**config.mk**
```make
export PLATFORM = sky130hd
export DESIGN_NAME = tbc_recip_div
export DESIGN_NICKNAME = d
export VERILOG_FILES = /design/src/hw/rtl/tbc_pkg.sv /design/src/hw/rtl/tbc_recip_div.sv
export SDC_FILE = /design/constraint.sdc
export NUM_CORES = 1
export LEC_CHECK = 0
export BUFFER_PORTS_ARGS = -buffer_cell sky130_fd_sc_hd__clkbuf_2
export CAP_MARGIN = 25
export CORE_UTILIZATION = 60
export CTS_CLUSTER_DIAMETER = 80
export DETAILED_ROUTE_END_ITERATION = 10
export HOLD_SLACK_MARGIN = 0.06
export PLACE_DENSITY = 0.79
export SYNTH_ARGS = -nofsm -noshare
export SYNTH_HDL_FRONTEND = slang
export SYNTH_SLANG_ARGS = --single-unit
export TNS_END_PERCENT = 100
```
**constraint.sdc**
```tcl
create_clock -name i_clk -period 5.5 [get_ports i_clk]
set_clock_uncertainty 0.1 [all_clocks]
set_input_delay 0.55 -clock i_clk [delete_from_list [all_inputs] [get_ports i_clk]]
set_output_delay 0.55 -clock i_clk [all_outputs]
set_load 0.02 [all_outputs]
```
**src/hw/rtl/tbc_pkg.sv**
```systemverilog
// tbc_pkg: shared types and constants of the barycentric coverage block
// depends on nothing; used by tbc_recip_div and triangle_barycentric_coverage_top
package tbc_pkg;

    localparam int COORD_W  = 16;
    localparam int ATTR_W   = 16;
    localparam int WFRAC    = 16;
    localparam int RECIP_SH = 38;
    localparam int AREA_W   = 35;
    localparam int RECIP_W  = 40;

    // configuration register indexes
    typedef enum logic [2:0] {
        CFG_V0X = 3'd0,
        CFG_V0Y = 3'd1,
        CFG_V1X = 3'd2,
        CFG_V1Y = 3'd3,
        CFG_V2X = 3'd4,
        CFG_V2Y = 3'd5
    } t_cfg_idx;

    // setup sequencer states
    typedef enum logic [1:0] {
        DRV_IDLE,
        DRV_PROD,
        DRV_SUM,
        DRV_DIV
    } t_drv_state;

    // reciprocal divider request and response
    typedef struct packed {
        logic                start;
        logic [AREA_W-1:0]   mag;
        logic                neg;
    } t_div_req;

    typedef struct packed {
        logic                       done;
        logic signed [RECIP_W-1:0]  quot;
    } t_div_rsp;

    // saturate to a signed 24-bit weight
    function automatic logic signed [23:0] sat_w(input logic signed [33:0] v);
        logic signed [23:0] r;
        if (v > 34'sd8388607) begin
            r = 24'sh7fffff;
        end else if (v < -34'sd8388608) begin
            r = 24'sh800000;
        end else begin
            r = v[23:0];
        end
        return r;
    endfunction

    // saturate to a signed attribute component
    function automatic logic signed [ATTR_W-1:0] sat_a(input logic signed [27:0] v);
        logic signed [ATTR_W-1:0] r;
        if (v > 28'sd32767) begin
            r = 16'sh7fff;
        end else if (v < -28'sd32768) begin
            r = 16'sh8000;
        end else begin
            r = v[ATTR_W-1:0];
        end
        return r;
    endfunction

endpackage

```
**src/hw/rtl/tbc_recip_div.sv**
```systemverilog
// tbc_recip_div: restoring divider, round(2^38 / mag) with the sign applied
// depends on tbc_pkg; one quotient bit per cycle, mag must be nonzero
module tbc_recip_div (
    input  logic              i_clk,
    input  logic              i_rst_n,
    input  tbc_pkg::t_div_req i_req,
    output tbc_pkg::t_div_rsp o_rsp
);
    localparam int STEPS = tbc_pkg::RECIP_W;
    localparam int CNT_W = $clog2(STEPS);

    logic                          r_busy;
    logic                          r_done;
    logic [CNT_W-1:0]              r_cnt;
    logic [tbc_pkg::AREA_W-1:0]    r_rem;
    logic [tbc_pkg::RECIP_W-1:0]   r_num;
    logic [tbc_pkg::RECIP_W-1:0]   r_quo;
    logic [tbc_pkg::AREA_W-1:0]    r_mag;
    logic                          r_neg;

    logic [tbc_pkg::AREA_W:0]      rem_sh;
    logic                          fits;
    logic [tbc_pkg::AREA_W:0]      rem_sub;

    // trial subtraction
    always_comb begin
        rem_sh  = {r_rem, r_num[tbc_pkg::RECIP_W-1]};
        fits    = rem_sh >= {1'b0, r_mag};
        rem_sub = rem_sh - {1'b0, r_mag};
    end

    // control
    always_ff @(posedge i_clk) begin
        if (!i_rst_n) begin
            r_busy <= 1'b0;
            r_done <= 1'b0;
            r_cnt  <= '0;
        end else begin
            r_done <= 1'b0;
            if (i_req.start) begin
                r_busy <= 1'b1;
                r_cnt  <= CNT_W'(STEPS - 1);
            end else if (r_busy) begin
                if (r_cnt == '0) begin
                    r_busy <= 1'b0;
                    r_done <= 1'b1;
                end else begin
                    r_cnt <= r_cnt - 1'b1;
                end
            end
        end
    end

    // datapath, numerator carries the half-divisor rounding term
    always_ff @(posedge i_clk) begin
        if (i_req.start) begin
            r_num <= (tbc_pkg::RECIP_W'(1) << tbc_pkg::RECIP_SH)
                     + tbc_pkg::RECIP_W'(i_req.mag >> 1);
            r_rem <= '0;
            r_quo <= '0;
            r_mag <= i_req.mag;
            r_neg <= i_req.neg;
        end else if (r_busy) begin
            r_num <= {r_num[tbc_pkg::RECIP_W-2:0], 1'b0};
            r_rem <= fits ? rem_sub[tbc_pkg::AREA_W-1:0] : rem_sh[tbc_pkg::AREA_W-1:0];
            r_quo <= {r_quo[tbc_pkg::RECIP_W-2:0], fits};
        end
    end

    assign o_rsp.done = r_done;
    assign o_rsp.quot = r_neg ? -$signed(r_quo) : $signed(r_quo);

endmodule

```
# [Word-level counts from Yosys, hierarchy flattened]
# Index checks and enable logic that the tools add are counted.
[word_totals] reg_bits=159 latchBits=0 ram_bits=0 mem_bits_ro=0 in_bits=39 out_inout_bits=41 word_cells=35 mem_count=0
[classes] add_sub_neg=4 mul=0 div=0 magnitude_cmp=1 n_eq_ne=1 shift=0 n_mux=11 bitwise=3 reduce_logical=6
[op_table] op="40-bit 2-to-1 mux" count=3
[op_table] op="39-bit by 34-bit adder with 40-bit output, first input constant" count=1
[op_table] op="40-bit negator" count=1
[op_table] op="36-bit by 35-bit >= comparator with 1-bit output" count=1
[op_table] op="35-bit 2-to-1 mux" count=1
[op_table] op="35-bit subtractor" count=1
[op_table] op="6-bit 2-to-1 mux" count=3
[op_table] op="6-bit zero test" count=1
[op_table] op="6-bit by 1-bit subtractor with 6-bit output, second input constant" count=1
[op_table] op="1-bit 2-to-1 mux" count=4
[op_table] op="2-bit AND reduction" count=2
[op_table] op="1-bit NOT" count=3
[op_table] op="3-bit OR reduction" count=1
[op_table] op="2-bit inequality test, second input constant" count=1
[op_table] op="2-bit nonzero test" count=1
[op_table] op="2-bit OR reduction" count=1

# [Depth between registers and ports, before layout]
[depth] word_depth=4 depth_mapped=14 ltp_nobuf=12

# [Worst setup path after synthesis]
# No wires, ideal clock.
[synth_path] path_kind="register to output" from="register r_quo[6] in the netlist's numbering" to="output o_rsp[25] in the netlist's numbering" t_arrival_ps=3106 t_required_ps=4850 setup_slack_ps=1744 path_stages_with_launch=8 n_path_buf=0 path_cell_list="dfxtp_1 > or4_4 > or4_4 > or4_4 > or4_4 > or3_4 > o41ai_4 > xnor2_1"
[synth_lines] element="start, declared" line="tbc_recip_div.sv:17" text="logic [tbc_pkg::RECIP_W-1:0] r_quo;"
[synth_lines] element="start signal, assigned" line="tbc_recip_div.sv:66" text="r_quo <= {r_quo[tbc_pkg::RECIP_W-2:0], fits};"
[synth_lines] element="end, declared" line="tbc_recip_div.sv:7" text="output tbc_pkg::t_div_rsp o_rsp"

==> reports/qor.txt <==
CTS sink count: 159
CTS tree: done
min cycle time layout: 4.41 ns
Chip Width: 123 um
CP Max Fanout: 7
PortBufs: 79
Top FF cell, synth: dfxtp_1
worst-margin pin slew: 0.984 ns
Worst setup EP type: output pin
Die Y: 123 um
RSZ-0062 raised after global routing: false
crit path launch type: flop
max_slew headroom: 34.4%
CTS max path bufs: 2
Final nets: 1,020
r2r worst-path depth: 13
first-pass GRT wire length: 29,800 um
WP data arrival: 3.76 ns
Gates resized, CTS repair: 0
setup TNS: 0 ns
Final Hold Vio Count: 0
status: completed
Seq/Total Area, Yosys: 44.6%
total CTS buffers: 17
drt wl/cell: 16.0 um
area delta synth->final: 12.0%
drt initial violations: 420
# hold bufs at CTS: 0
Hold Crit Class: input port to flop
EDFF count, synth: 76
Yosys reg bits: 159
Crit Path Class: flop to output pin
flop-to-flop setup slack: 1.54 ns
post-DP HPWL: 12,300 um
layout cells sized above 1: 16.9%
Synth area leader: edfxtp_1
# setup viols final: 0
Netlist cell types: 64
worst flop-to-flop path endpoint: r_rem[19]$_SDFFE_PP0P_
post-route cell area: 0.00991 mm^2
share of the synthesized area in the top cell type: 25.8%
io pins: 80
Lkg Pwr: 4.20 nW
Fmax: 227 MHz
routability cong.: 0.871
drt drc: 0
most frequent cells in the layout: nor2_1, dfxtp_1, clkbuf_2, edfxtp_1, mux2i_1
ANT nets after route: 0
GRT Overall Usage: 25.2%
worst path required time: 4.85 ns
Vias: 6,627
DR pass1 iterations: 5
die area: 0.0152 mm^2
async set-reset flop share out of synthesis: 0%
P per Cell Area: 317 mW/mm^2
CTS Root Cell: clkbuf_16
Fillers: 1,136
drt via density: 5.82
worst skew pair latency: 0.43 ns
Ant. Diodes: 0
Routed WL: 18,200 um
htree depth: 4
Mapped Cells: 884
number of global-route vias before repair: 6,304
pins over their slew limit: 0
fin crit share: 80.2%
largest net degree at the start of global routing: 67
Synth area leaders: edfxtp_1, dfxtp_1, mux2i_1
Cell Area, Synth: 0.00885 mm^2
r2r startpoint: r_num[39]$_SDFFCE_PP0P_
Avg Cell Area, Syn: 10.0 um^2
Placement Rows: 44
hold path start: i_req[0]
hold depth: 1
commonest non-fill, non-tap cell in the layout: nor2_1
Clock Pin Slew Worst Setup and Hold Paths: 0.06 ns
Yosys warning total: 0
initial antenna violation count: 0
Post-Syn Nets: 962
Placed Area: 0.00934 mm^2
initial core utilization: 61.1%
postcts setup bufs: 0
hold path endpoint: r_neg$_DFFE_PP_
max_cap viols: 0
Core ar.: 0.0145 mm^2
Worst VDD drop: 0.000261 V
aggregate global routing overflow: 0
## metrics by stage
step / power (mW) / util (%) / hold slack (ns) / std cells / setup WS [ns]
global placement: 2.05 / 64.5 / 0.385 / 1106 / 1.61
finish: 3.15 / 68.4 / 0.193 / 1139 / 1.09
CTS: 3.16 / 68.3 / 0.184 / 1138 / 1.07
detailed placement: 2.06 / 64.5 / 0.399 / 1106 / 1.55
global route: 3.29 / 68.4 / 0.175 / 1139 / 0.927
floorplan: 1.90 / - / 0.372 / 884 / 1.74
## per-layer routing
metal	share of wire, %	GRT usage [%]	vias to the layer above
li1	-	-	3313
met1	47	33.4	3132
met3	4.7	6.69	23
met4	1.6	9.41	0
met5	0	0	-
met2	46	39.4	159
## power breakdown
part / total, mW / switching [mW] / internal [mW] / leakage (nW)
Sequential: 1.38 / 0.0485 / 1.33 / 1.43
Clock: 1.10 / 0.478 / 0.618 / 0.276
Combinational: 0.669 / 0.389 / 0.280 / 2.49
Total: 3.15 / 0.915 / 2.23 / 4.20
## registers in the layout, indices dropped and copies added, names as in the netlist
name    flops
r_cnt       6
r_busy      1
r_mag      35
r_num      40
r_quo      40
r_neg       1
r_done      1
r_rem      35
## layout make-up
class | count | area [um^2] | area share (%)
multi-input combinational | 628 | 4530 | 45.8
clock buffer | 22 | 474 | 4.79
clock inverter | 10 | 76.3 | 0.770
sequential | 159 | 3950 | 39.8
tap | 184 | 230 | 2.32
inverter | 51 | 191 | 1.93
timing repair buffer | 85 | 455 | 4.60
## worst max path at each step
stage,startpoint,end,slack [ns],cells after the start
CTS,r_quo[6]$_SDFFE_PP0P_,o_rsp[39],1.07,9
detailed placement,r_quo[6]$_SDFFE_PP0P_,o_rsp[39],1.55,9
floorplan,r_quo[6]$_SDFFE_PP0P_,o_rsp[25],1.74,7
global placement,r_quo[6]$_SDFFE_PP0P_,o_rsp[39],1.61,9
finish,r_quo[6]$_SDFFE_PP0P_,o_rsp[39],1.09,9
global route,r_quo[6]$_SDFFE_PP0P_,o_rsp[39],0.93,9
## cell families after synthesis
kind of cell	count (synthesis)	synth area share (%)
multiplexers	94	11.1
buffers and inverters	97	4.21
AND/OR/NAND/NOR	235	12.8
XOR/XNOR	68	6.73
adder cells (fa/ha/maj)	39	5.60
AO/OA/AOI/OAI	192	15.0
flip-flops	159	44.6
## synthesized netlist by cell type, drive strengths merged, types with 2 or more instances
| master | number |
|---|---|
| a21oi | 36 |
| o21a | 6 |
| ha | 38 |
| or4 | 8 |
| o2111a | 2 |
| buf | 6 |
| a211oi | 32 |
| nor2b | 10 |
| o21bai | 6 |
| clkbuf | 40 |
| a221oi | 2 |
| nor2 | 99 |
| o221ai | 2 |
| mux2i | 61 |
| nand3 | 8 |
| nand2 | 46 |
| or2 | 2 |
| or3 | 10 |
| a31oi | 3 |
| and4 | 4 |
| nand4 | 8 |
| o211ai | 4 |
| mux2 | 33 |
| inv | 50 |
| a21boi | 8 |
| nand2b | 5 |
| nor3 | 12 |
| xnor2 | 52 |
| o41ai | 7 |
| and2 | 5 |
| and3 | 6 |
| a2111oi | 2 |
| dfxtp | 83 |
| nor4 | 6 |
| o22ai | 2 |
| o31ai | 15 |
| o21ai | 35 |
| a21o | 19 |
| nor3b | 3 |
| edfxtp | 76 |
| xor2 | 16 |
## critical path: stages, from the launching register on
cell and delay (ns):
dfxtp_1 0.37, or4_4 0.57, or4_4 0.44, or4_4 0.51, or4_4 0.47, o31ai_1 0.34
nand2_1 0.15, a21oi_1 0.17, xnor2_1 0.13, clkbuf_2 0.19
(Power assumes the default switching activity.)
